**src/rtl/core/three_digit_lcd_segment_mapper_assert.svh**
```systemverilog
// Assertion macros for the three-digit LCD segment mapper.
// Expects clk and arst_n in the scope of the module that includes this header.
`ifndef THREE_DIGIT_LCD_SEGMENT_MAPPER_ASSERT_SVH
`define THREE_DIGIT_LCD_SEGMENT_MAPPER_ASSERT_SVH

// Checked on every rising edge outside of reset.
`define TDLSM_ASSERT(lbl, prop, msg) \
	lbl: assert property (@(posedge clk) disable iff (!arst_n) prop) else $error(msg);

// Checked on every rising edge, reset included.
`define TDLSM_ASSERT_ALWAYS(lbl, prop, msg) \
	lbl: assert property (@(posedge clk) prop) else $error(msg);

`endif

```
**src/rtl/core/tdlsm_pkg.sv**
```systemverilog
// Package for the three-digit LCD segment mapper: widths, constants,
// the hex seven-segment font and the per-group LCD bit maps. No dependencies.
package tdlsm_pkg;

	localparam int unsigned VALUE_W   = 16;
	localparam int unsigned POS_W     = 4;
	localparam int unsigned MASK_W    = 26;
	localparam int unsigned SAT_W     = 10;
	localparam int unsigned SAT_MAX   = 999;
	localparam int unsigned POS_COUNT = 12;

	// Hex font. Bit 0 is segment d, then c, b, a, f, e, g.
	function automatic logic [6:0] font_hex(input logic [3:0] digit);
		logic [6:0] f;
		case (digit)
			4'h0: f = 7'h3F;
			4'h1: f = 7'h06;
			4'h2: f = 7'h6D;
			4'h3: f = 7'h4F;
			4'h4: f = 7'h56;
			4'h5: f = 7'h5B;
			4'h6: f = 7'h7B;
			4'h7: f = 7'h0E;
			4'h8: f = 7'h7F;
			4'h9: f = 7'h5F;
			4'hA: f = 7'h7E;
			4'hB: f = 7'h73;
			4'hC: f = 7'h39;
			4'hD: f = 7'h67;
			4'hE: f = 7'h79;
			default: f = 7'h78;
		endcase
		return f;
	endfunction

	// Scatter the seven font bits onto the LCD common bits of one position group.
	function automatic logic [MASK_W-1:0] seg_scatter(input logic [1:0] grp,
		input logic [6:0] f);
		logic [MASK_W-1:0] m;
		m = '0;
		case (grp)
			2'd0: begin
				m[5]  = f[0];
				m[6]  = f[1];
				m[9]  = f[2];
				m[11] = f[3];
				m[10] = f[4];
				m[7]  = f[5];
				m[8]  = f[6];
			end
			2'd1: begin
				m[16] = f[0];
				m[15] = f[1];
				m[0]  = f[2];
				m[2]  = f[3];
				m[1]  = f[4];
				m[14] = f[5];
				m[13] = f[6];
			end
			2'd2: begin
				m[25] = f[0];
				m[24] = f[1];
				m[21] = f[2];
				m[19] = f[3];
				m[20] = f[4];
				m[23] = f[5];
				m[22] = f[6];
			end
			default: m = '0;
		endcase
		return m;
	endfunction

endpackage

```
**src/rtl/core/three_digit_lcd_segment_mapper.sv**
```systemverilog
// Top level of the three-digit LCD segment mapper.
// Depends on tdlsm_pkg and three_digit_lcd_segment_mapper_assert.svh.
//
// The block takes a value, saturates it to 999, splits it into hundreds, tens
// and ones, encodes each digit with a hex seven-segment font and scatters the
// segments onto the LCD common bits of the digit's position (0 to 11). It returns
// OR masks for the four display words at slots 0, 1, 63 and 62; the caller ORs
// them into display RAM. An item is captured in an input register, decoded by
// one pass of logic and held in a result register, and one item is taken in
// every cycle as long as the output is not stalled.
// The digit split uses reciprocal multiplies by 41 and 205 in that single pass.
// A stalled output holds its result while the input register still takes one
// more item.
module three_digit_lcd_segment_mapper (
	input  logic                          clk,
	input  logic                          arst_n,
	input  logic                          in_valid,
	output logic                          in_stall,
	input  logic [tdlsm_pkg::VALUE_W-1:0] value,
	input  logic                          hundreds_enable,
	input  logic [tdlsm_pkg::POS_W-1:0]   hundreds_pos,
	input  logic [tdlsm_pkg::POS_W-1:0]   tens_pos,
	input  logic [tdlsm_pkg::POS_W-1:0]   ones_pos,
	input  logic                          force_tens,
	output logic                          out_valid,
	input  logic                          out_stall,
	output logic [tdlsm_pkg::MASK_W-1:0]  mask_word_a,
	output logic [tdlsm_pkg::MASK_W-1:0]  mask_word_b,
	output logic [tdlsm_pkg::MASK_W-1:0]  mask_word_c,
	output logic [tdlsm_pkg::MASK_W-1:0]  mask_word_d
);

	// Input register.
	logic                          valid_s1;
	logic [tdlsm_pkg::VALUE_W-1:0] value_s1;
	logic                          hen_s1;
	logic [tdlsm_pkg::POS_W-1:0]   hpos_s1;
	logic [tdlsm_pkg::POS_W-1:0]   tpos_s1;
	logic [tdlsm_pkg::POS_W-1:0]   opos_s1;
	logic                          ften_s1;

	// Result register.
	logic                          out_valid_q;
	logic [tdlsm_pkg::MASK_W-1:0]  mask_q [4];

	// Flow control.
	logic out_free;
	logic s1_free;
	logic s1_advance;

	// Decode signals.
	logic [tdlsm_pkg::SAT_W-1:0]   sat_v;
	logic [15:0]                   prod_h;
	logic [3:0]                    dig_h;
	logic [tdlsm_pkg::SAT_W-1:0]   h_x100;
	logic [6:0]                    rem_h;
	logic [14:0]                   prod_t;
	logic [3:0]                    dig_t;
	logic [6:0]                    t_x10;
	logic [3:0]                    dig_o;
	logic                          draw_h;
	logic                          draw_t;
	logic [tdlsm_pkg::MASK_W-1:0]  mask_d [4];

	// The output register frees up when it is empty or its transfer completes;
	// the input register moves forward whenever the output can take it.
	assign out_free   = !out_valid_q || !out_stall;
	assign s1_advance = valid_s1 && out_free;
	assign s1_free    = !valid_s1 || out_free;
	assign in_stall   = !s1_free;

	// Input register valid.
	always_ff @(posedge clk or negedge arst_n) begin
		if (!arst_n) begin
			valid_s1 <= 1'b0;
		end else if (s1_free) begin
			valid_s1 <= in_valid;
		end
	end

	// Input register payload.
	always_ff @(posedge clk) begin
		if (s1_free && in_valid) begin
			value_s1 <= value;
			hen_s1   <= hundreds_enable;
			hpos_s1  <= hundreds_pos;
			tpos_s1  <= tens_pos;
			opos_s1  <= ones_pos;
			ften_s1  <= force_tens;
		end
	end

	// Saturate and split into digits with reciprocal multiplies.
	always_comb begin
		if (value_s1 > tdlsm_pkg::VALUE_W'(tdlsm_pkg::SAT_MAX)) begin
			sat_v = tdlsm_pkg::SAT_W'(tdlsm_pkg::SAT_MAX);
		end else begin
			sat_v = value_s1[tdlsm_pkg::SAT_W-1:0];
		end
		prod_h = 16'(sat_v) * 16'd41;
		dig_h  = prod_h[15:12];
		h_x100 = tdlsm_pkg::SAT_W'(dig_h) * tdlsm_pkg::SAT_W'(100);
		rem_h  = 7'(sat_v - h_x100);
		prod_t = 15'(rem_h) * 15'd205;
		dig_t  = prod_t[14:11];
		t_x10  = 7'(dig_t) * 7'd10;
		dig_o  = 4'(rem_h - t_x10);
		draw_h = hen_s1 && (sat_v > tdlsm_pkg::SAT_W'(99));
		draw_t = ften_s1 || (sat_v > tdlsm_pkg::SAT_W'(9));
	end

	// Scatter each drawn digit into the word its position selects.
	always_comb begin
		for (int w = 0; w < 4; w++) begin
			mask_d[w] = '0;
		end
		if (draw_h && (hpos_s1 < tdlsm_pkg::POS_W'(tdlsm_pkg::POS_COUNT))) begin
			mask_d[hpos_s1[1:0]] = mask_d[hpos_s1[1:0]]
				| tdlsm_pkg::seg_scatter(hpos_s1[3:2], tdlsm_pkg::font_hex(dig_h));
		end
		if (draw_t && (tpos_s1 < tdlsm_pkg::POS_W'(tdlsm_pkg::POS_COUNT))) begin
			mask_d[tpos_s1[1:0]] = mask_d[tpos_s1[1:0]]
				| tdlsm_pkg::seg_scatter(tpos_s1[3:2], tdlsm_pkg::font_hex(dig_t));
		end
		if (opos_s1 < tdlsm_pkg::POS_W'(tdlsm_pkg::POS_COUNT)) begin
			mask_d[opos_s1[1:0]] = mask_d[opos_s1[1:0]]
				| tdlsm_pkg::seg_scatter(opos_s1[3:2], tdlsm_pkg::font_hex(dig_o));
		end
	end

	// Result register valid.
	always_ff @(posedge clk or negedge arst_n) begin
		if (!arst_n) begin
			out_valid_q <= 1'b0;
		end else if (out_free) begin
			out_valid_q <= valid_s1;
		end
	end

	// Result register payload.
	always_ff @(posedge clk) begin
		if (s1_advance) begin
			for (int w = 0; w < 4; w++) begin
				mask_q[w] <= mask_d[w];
			end
		end
	end

	assign out_valid   = out_valid_q;
	assign mask_word_a = mask_q[0];
	assign mask_word_b = mask_q[1];
	assign mask_word_c = mask_q[2];
	assign mask_word_d = mask_q[3];

	// Assertions.
`include "three_digit_lcd_segment_mapper_assert.svh"
	`TDLSM_ASSERT(a_stall_only_when_full, in_stall |-> (valid_s1 && out_valid_q && out_stall), "input stalled while a register is free")
	`TDLSM_ASSERT(a_transfer_lands_in_s1, (in_valid && !in_stall) |=> valid_s1, "input transfer lost before the decode stage")
	`TDLSM_ASSERT(a_s1_holds, (valid_s1 && !s1_advance) |=> (valid_s1 && $stable(value_s1) && $stable(opos_s1)), "blocked input register changed")
	`TDLSM_ASSERT_ALWAYS(a_reset_empty, !arst_n |-> (!out_valid && !valid_s1), "pipeline not empty in reset")

endmodule

```
**config.mk**
```make
export PLATFORM = sky130hd
export DESIGN_NAME = three_digit_lcd_segment_mapper
export DESIGN_NICKNAME = d
export VERILOG_FILES = /design/src/rtl/core/tdlsm_pkg.sv /design/src/rtl/core/three_digit_lcd_segment_mapper.sv
export VERILOG_INCLUDE_DIRS = /design/src /design/src/rtl/core
export SDC_FILE = /design/constraint.sdc
export NUM_CORES = 1
export LEC_CHECK = 0
export BUFFER_PORTS_ARGS = -buffer_cell sky130_fd_sc_hd__clkbuf_2
export CAP_MARGIN = 20
export CORE_MARGIN = 5
export CORE_UTILIZATION = 45
export CTS_BUF_LIST = sky130_fd_sc_hd__clkbuf_8 sky130_fd_sc_hd__clkbuf_16
export CTS_CLUSTER_SIZE = 10
export DETAILED_ROUTE_END_ITERATION = 10
export HOLD_SLACK_MARGIN = 0.03
export PLACE_DENSITY = 0.66
export SYNTH_ARGS = -nofsm -noshare
export SYNTH_HDL_FRONTEND = slang
export SYNTH_SLANG_ARGS = --single-unit
```
**constraint.sdc**
```tcl
create_clock -name clk -period 12.1 [get_ports clk]
set_clock_uncertainty 0.2 [all_clocks]
set_input_delay 1.21 -clock clk [delete_from_list [all_inputs] [get_ports clk]]
set_output_delay 1.21 -clock clk [all_outputs]
set_load 0.1 [all_outputs]
```
## Word level (Yosys, flattened, before mapping)

Memory sizes are Yosys's and may differ from the RTL's.
Index checks and enable logic that the tools add are counted.
Widths: inputs -> output; s select.

| word-level totals | value |
|---|---|
| flip-flop bits (word level) | 32 |
| bits in latches | 0 |
| bits in writable memories | 104 |
| ROM bits | 336 |
| bits of input ports | 34 |
| word-level logic and storage cells | 114 |
| memories | 4 |

| cells by class | value |
|---|---|
| add/sub/neg operators | 2 |
| $mul | 4 |
| div/mod/pow operators | 0 |
| magnitude comparators | 12 |
| eq/ne operators | 6 |
| shifts and indexed selects | 0 |
| muxes and demuxes | 53 |
| bitwise gates (word level) | 7 |
| reduce and logical (&&, ||, !) cells | 18 |

Memories:

| memory | depth | bits a word | read ports | clocked after Yosys merged registers in | write ports | line | source |
|---|---|---|---|---|---|---|---|
| (no name shown) | 16 | 7 | 1 | 0 | 0 | tdlsm_pkg.sv:15 | `case (digit)` |
| (no name shown) | 16 | 7 | 1 | 0 | 0 | tdlsm_pkg.sv:15 |  |
| (no name shown) | 16 | 7 | 1 | 0 | 0 | tdlsm_pkg.sv:15 |  |
| mask_q | 4 | 26 | 4 | 0 | 4 | three_digit_lcd_segment_mapper.sv:44 | `logic [tdlsm_pkg::MASK_W-1:0] mask_q [4];` |

Operators with widths:

| cell | count |
|---|---|
| $mux 104 | 3 |
| $mux 26 | 9 |
| $bwmux 104 | 2 |
| $bmux 26 s2 | 3 |
| $demux 26 s2 | 3 |
| $and 104x104->104 | 1 |
| $mux 7 | 12 |
| $or 26x26->26 | 3 |
| $mux 4 | 6 |
| $mux 3 | 6 |
| $gt 16x10->1 const B | 1 |
| $mul 10x6->16 const B | 1 |
| $mul 7x8->15 const B | 1 |
| $lt 4x4->1 const B | 3 |
| $gt 10x4->1 const B | 1 |
| $gt 10x7->1 const B | 1 |
| $mux 10 | 1 |
| $ge 3x3->1 const B | 3 |
| $lt 3x1->1 const B | 3 |
| $not 2->3 | 3 |
| $logic_and 1x1->1 | 8 |
| $sub 7x7->7 | 1 |
| $eq 2x1->1 const B | 3 |
| $eq 2x2->1 const B | 3 |
| other kinds (8) | 21 |

## Logic depth before layout (Yosys ltp)

Gate-level depths: netlist of run 1.

| logic depth | value |
|---|---|
| word-level depth | 21 |
| depth in mapped cells | 48 |

## Least setup slack after synthesis of run 1

Ideal clock, no wire load.

| path | value |
|---|---|
| path type | register to register |
| start point | register value_s1[10] (netlist bit) |
| end point | memory mask_q[1][21] (netlist bit) (data pin) |
| library setup time | 261 ps |
| arrival | 10544 ps |
| required time | 11639 ps |
| setup slack | 1095 ps |
| stages on the path, launching flop included | 47 |
| clock period less this slack | 11005 ps |
| cells stage by stage | edfxtp_1 > nor4_2 > nand2_1 > clkbuf_1 > or2_2 > nor2_1 > ha_1 > inv_1 > fa_1 > inv_1 > ha_1 > ha_1 > nand4_1 > nor2_1 > a311o_1 > a221o_1 > xnor2_4 > inv_2 > (+11 left out) > inv_1 > fa_1 > inv_1 > ha_1 > nand4_1 > nand3_1 > a2111oi_0 > a21oi_1 > xnor2_1 > inv_1 > fa_1 > xnor2_1 > xnor3_1 > xnor2_2 > mux2i_1 > a21oi_1 > a211o_1 > a221o_1 |

RTL lines:

| what | line | source |
|---|---|---|
| start: declaration | three_digit_lcd_segment_mapper.sv:35 | `logic [tdlsm_pkg::VALUE_W-1:0] value_s1;` |
| start signal: assignment | three_digit_lcd_segment_mapper.sv:84 | `value_s1 <= value;` |
| end: declaration | three_digit_lcd_segment_mapper.sv:44 |  |

==> results of run 1 <==
-- layout make-up --
class | count | area [µm²]
clock buffer | 17 | 425.4
clock inverter | 13 | 161.4
fill | 1786 | 8991
inverter | 67 | 251.5
multi-input combinational | 660 | 5094
sequential | 116 | 3473
tap | 265 | 331.6
timing repair buffer | 146 | 798.3
-- cells by family (layout without fill, tap and decap cells) --
kind of cell | Yosys count | after routing | share of synthesized area
xor gates and xnor gates | 29 | 29 | 0.03574
muxes | 15 | 15 | 0.02164
other | 1 | 20 | 0.0004185
adders and majority gates | 106 | 106 | 0.1583
DFF | 116 | 116 | 0.3876
AOI/OAI and AO/OA | 235 | 235 | 0.1970
buffers and inverters | 125 | 243 | 0.06102
and+or+nand+nor | 255 | 255 | 0.1382
-- cells in the final DEF (no fill, tap or decap), types with 10 or more instances in the layout --
master,netlist,final
o21ai_0,25,25
o21a_1,12,12
nand2_1,77,76
and3_1,13,13
nor3_1,25,24
a221o_1,15,15
or2_2,11,11
clkbuf_2,0,119
a21oi_1,41,40
xnor2_1,13,10
edfxtp_1,114,114
ha_1,91,91
nand2b_1,13,13
nor2_1,63,62
inv_1,65,65
nand3_1,16,16
xor2_1,11,11
conb_1,1,20
o221ai_1,43,43
fa_1,13,13
o22ai_1,16,16
buf_4,20,27
clkbuf_16,0,17
-- layer usage --
| metal | global-route usage | vias to the layer above | routed length (µm) |
|---|---|---|---|
| li1 | - | 3554 | - |
| met1 | 0.3267 | 3609 | 11150 |
| met2 | 0.3449 | 497 | 11540 |
| met3 | 0.06912 | 60 | 3047 |
| met4 | 0.06256 | 0 | 544 |
| met5 | 0 | - | 0 |
-- sequential cells by signal (all words and copies together), names as in the netlist --
register and cells:
valid_s1 1, hen_s1 1, ften_s1 1, mask_q 84
opos_s1 4, value_s1 16, out_valid 1, hpos_s1 4
tpos_s1 4
-- what timing repair did --
item,CTS,global route
buffers inserted,0,7
setup endpoints to repair,0,84
resized for setup,0,12
-- worst max-delay path: cells and delay by family, from the launching register on --
family / cells / cell delay [ps]
AOI/OAI and AO/OA: 9 / 2500
xor gates and xnor gates: 6 / 1440
adders and majority gates: 12 / 4270
buffers and inverters: 8 / 780
DFF: 1 / 370
and+or+nand+nor: 8 / 1710
-- worst paths after layout --
| kind | from | endpoint | slack, ps | cells after the start |
|---|---|---|---|---|
| worst min register to register | valid_s1 | out_valid | 300 | 1 |
| min in group asynchronous | arst_n | valid_s1 | 370 | 1 |
| worst max-delay path | value_s1[10] | mask_q[2][13] | 590 | 43 |
| max in group asynchronous | arst_n | out_valid | 11240 | 1 |
| worst min-delay path | valid_s1 | out_valid | 300 | 1 |
| worst max register to register | value_s1[10] | mask_q[2][13] | 590 | 43 |
-- stage by stage --
| step | utilization | worst slack, ps |
|---|---|---|
| 3_5_place_dp | 0.5031 | 113.9 |
| 6_report | 0.5395 | 588.4 |
| 3_3_place_gp | 0.5031 | 387.3 |
| 5_1_grt | 0.5395 | -37.39 |
| 2_1_floorplan | - | 1095 |
| 4_1_cts | 0.5331 | 94.27 |
==> flow_summary.toml, run 1 <==
[grt]
grt_pass1_vias = 7253
antenna_found_initial = 0
grt_util_all_layers = 0.2307
grt_start_max_net_pins = 85
grt_pass1_wl_um = 40490
grt-ovfl-total = 0

[yosys]
async_flop_share = 0.01724
syn_area_per_cell_um2 = 10.16
syn_area_um2 = 8961
synth_seq_cells = 116
synthTopCellsByCount = "edfxtp_1, ha_1, nand2_1"
synth_cell_types = 82
yosysMostFrequentCell = "edfxtp_1"
synth-main-ff-cell = "edfxtp_1"
synth_top_area_share = 0.3820
yosysTopAreaCell = "edfxtp_1"
synthCells = 882
synth-warning-count = 0
synth_edf_count = 114
synth.yosys.seq_area_share = 0.3876
synthTopCellsByArea = "edfxtp_1, ha_1, o221ai_1"

[critical_path]
critPathMaxStageDelay_ps = 530
required_ps = 12070
cp_slowest_cell = "fa_1"
critPathKind = "reg2reg"
cp_common_cell = "ha_1"
crit_fanout = 8
crit_arrival_ps = 11480
endpoint_kind = "flop"
cp-start-kind = "flop"

[clocking]
cts_tree = "built"
cts-root-buf = "clkbuf_16"
ctsHoldBuffers = 0
clock-sinks = 116
cts_buffer_depth = 2
worstSkewPairLatency_ps = 420
htree_levels = 4
cts_buffers = 17
clk_pin_slew_worst_paths_ps = 60

[detailed_routing]
avgViaCountPerCell = 6.012
detail_route.wl_per_cell_um = 20.47
drt_pass1_iterations = 6
final_antenna_net_count = 0
drtIter0Drc = 1164
wirelength_um = 26280
drcViolationCount = 0
num_vias = 7720

[job]
maxCapViolCount = 0

[final_layout]
syn_to_final_growth_pct = 17.56
drive_above_1_share = 0.2198
final_nets = 1146
fin_area_um2 = 10540
antenna_cells = 0
layout.cells.non_filler = 1284

[floorplan]
die_w_um = 151.1
pin_count = 140
dieArea_um2 = 22840
core-area_um2 = 19530
die_y_um = 151.1
row_count = 51
start_util = 0.4589

[place]
placed_area_um2 = 9823
globalplace.congestion = 0.9849
dp_hpwl_um = 19730
numPortBuffers = 119
dp.cells = 1246

[outcome]
status = "finished, final reports clean"

[sta]
min_period_ps = 11510
final.setup.tns_ps = 0
slew_viol_final = 0
finalHoldViolations = 0
max_freq_mhz = 86.87
setup_viol = 0
fin_hold_ws_ps = 302.2
worstMarginPinSlew_ps = 1144
final.period_utilization = 0.9514
slew-limit-headroom = 0.2371

[worst_hold_path]
hold_class = "reg2reg"
Power of run 1 is left out: the tool's default activity adds up to more than one toggle a clock period on the data nets, which glitch-free logic cannot reach.
==> run 2: changes to the inputs <==
--- a/config.mk
+++ b/config.mk
@@ -6,6 +6,7 @@
 export SDC_FILE = /design/constraint.sdc
 export NUM_CORES = 1
 export LEC_CHECK = 0
+export ABC_AREA = 1
 export BUFFER_PORTS_ARGS = -buffer_cell sky130_fd_sc_hd__clkbuf_2
 export CAP_MARGIN = 20
 export CORE_MARGIN = 5
@@ -14,7 +15,6 @@
 export CTS_CLUSTER_SIZE = 10
 export DETAILED_ROUTE_END_ITERATION = 10
 export HOLD_SLACK_MARGIN = 0.03
-export PLACE_DENSITY = 0.66
 export SYNTH_ARGS = -nofsm -noshare
 export SYNTH_HDL_FRONTEND = slang
 export SYNTH_SLANG_ARGS = --single-unit
==> flow_summary.toml, run 2 <==
[yosys]
synth_fa_ha_area_frac = 0.1188
synth-warning-count = 0
synthTopCellsByCount = "nand2_1, nand3_1, inv_1"
synthTopCellsByArea = "edfxtp_1, nand2_1, nand3_1"
async_flop_share = 0.01724
synth_top_area_share = 0.2908
synth_cell_types = 53
synthCells = 1672
synth-main-ff-cell = "edfxtp_1"
syn_area_per_cell_um2 = 7.040
synth_compound_area_frac = 0.04794
synth_top_family_by_area = "simple AND/OR/NAND/NOR gates"
syn_area_um2 = 11770
synth_xor_area_frac = 0.005952
synth.area.mux_share = 0
synth_edf_count = 114
yosysMostFrequentCell = "nand2_1"
yosysTopAreaCell = "edfxtp_1"
synth.yosys.seq_area_share = 0.2951
synth_seq_cells = 116
synth-simple-area-share = 0.4371

[sta]
rsz0062_at_grt = "no"
finalHoldViolations = 0
max_freq_mhz = 96.68
worstMarginPinSlew_ps = 1070
fin_ws_ps = 1757
min_period_ps = 10340
setup_viol = 0
final.setup.tns_ps = 0
slew-limit-headroom = 0.2861
slew_viol_final = 0
final.period_utilization = 0.8548

[clocking]
ctsHoldBuffers = 0
cts_resized = 0
clock-sinks = 116
cts_tree = "built"
clk_pin_slew_worst_paths_ps = 60
cts_buffer_depth = 2
cts_buffers = 17
htree_levels = 4
cts-root-buf = "clkbuf_16"
post_cts_buffers = 0
worstSkewPairLatency_ps = 430

[detailed_routing]
drt_pass1_iterations = 11
drcViolationCount = 1
avgViaCountPerCell = 5.470
num_vias = 11580
drtIter0Drc = 1018
final_antenna_net_count = 0
wirelength_um = 37600
detail_route.wl_per_cell_um = 17.77

[final_layout]
layout_commonest_cell = "nand2_1"
final_cell_mix = "nand2_1, nand3_1, inv_1"
final_nets = 1906
reg.largest.list = "mask_q (84), value_s1 (16)"
largest_register_ffs = 84
drive_above_1_share = 0.1724
regMostFlops = "mask_q"
antenna_cells = 0
syn_to_final_growth_pct = 11.28
layout.cells.non_filler = 2116
n_fill_cell = 2614

[floorplan]
die_w_um = 171.7
core-area_um2 = 25910
dieArea_um2 = 29490
row_count = 59
start_util = 0.4543
die_y_um = 171.7
pin_count = 140

[place]
dp_hpwl_um = 27320
numPortBuffers = 119
dp.cells = 2084
globalplace.congestion = 0.9896
pre_cts_ws_ps = 1815

[grt]
top_usage_layer = "met2"
grt-ovfl-total = 0
antenna_found_initial = 0
use_met1 = 0.3258
grt_pass1_vias = 11060
grt_util_all_layers = 0.2547
grt_pass1_wl_um = 58630
grt_use_met2 = 0.4237
globalRouteMet3Util = 0.05148
grt_start_max_net_pins = 68

[outcome]
status = "finished with violations"
violations = "design-rule violations"

[worst_hold_path]
min_from = "valid_s1"
hold_class = "reg2reg"

[critical_path]
endpoint_kind = "flop"
crit_start = "value_s1[10]"
critPathKind = "reg2reg"
required_ps = 12190
crit_fanout = 11
cp-start-kind = "flop"
cp_top_family = "adder cells"
cp_common_cell = "inv_1"
crit_arrival_ps = 10440
worstReg2RegStart = "value_s1[10]"
cp_slowest_cell = "fa_1"
critPathBufInv = 11
critPathMaxStageDelay_ps = 650

[job]
maxCapViolCount = 0
[run 2: cell count changes after synthesis, moves of 26 or more]
| cell | change |
|---|---|
| nand2_1 | +432 |
| nand3_1 | +259 |
| inv_1 | +84 |
| nor2_1 | +69 |
| o221ai_1 | -42 |
| nand4_1 | +39 |
| nor2_2 | +35 |
| nand2_2 | +26 |
[run 2: cell type report]
cell class | instances | area, µm² | area share
multi-input combinational | 1323 | 7269 | 0.5550
sequential | 116 | 3473 | 0.2652
timing repair buffer | 135 | 715.7 | 0.05464
inverter | 175 | 664.4 | 0.05072
clock buffer | 17 | 425.4 | 0.03248
tap | 335 | 419.2 | 0.03200
clock inverter | 15 | 131.4 | 0.01003
[run 2: tightest hold or removal path: stages, from the launching register on]
cell	delay, ps
dfrtp_1	320
inv_1	70
nand2_1	70
[run 2: path summary, 6_finish.rpt]
kind | to | slack [ps] | depth (start not counted)
max | mask_q[1][16] | 1760 | 51
min | out_valid | 290 | 2
max reg2reg | mask_q[1][16] | 1760 | 51
min reg2reg | out_valid | 290 | 2
max in group asynchronous | valid_s1 | 11250 | 1
min in group asynchronous | out_valid | 350 | 1
[run 2: logic make-up after synthesis]
kind of cell               Yosys count
AOI/OAI and AO/OA                   95
buffers and inverters              252
xor gates and xnor gates             8
adders and majority gates          104
and+or+nand+nor                   1096
DFF                                116
other                                1
[run 2: through the flow]
stage	utilization	instance area [µm²]	hold slack [ps]
detailed placement	0.4840	12540	279.3
floorplan	-	11840	233.1
finish	0.5055	13100	292.6
CTS	0.5055	13100	294.2
global route	0.5055	13100	347.1
global placement	0.4840	12540	274.3
[run 2: metal layers]
layer / share of wire / wire length (µm)
met4: 0.038 / 1410
met3: 0.093 / 3503
met1: 0.40 / 15090
met5: 0 / 0
met2: 0.47 / 17600
Power of run 2 is left out for the same reason.
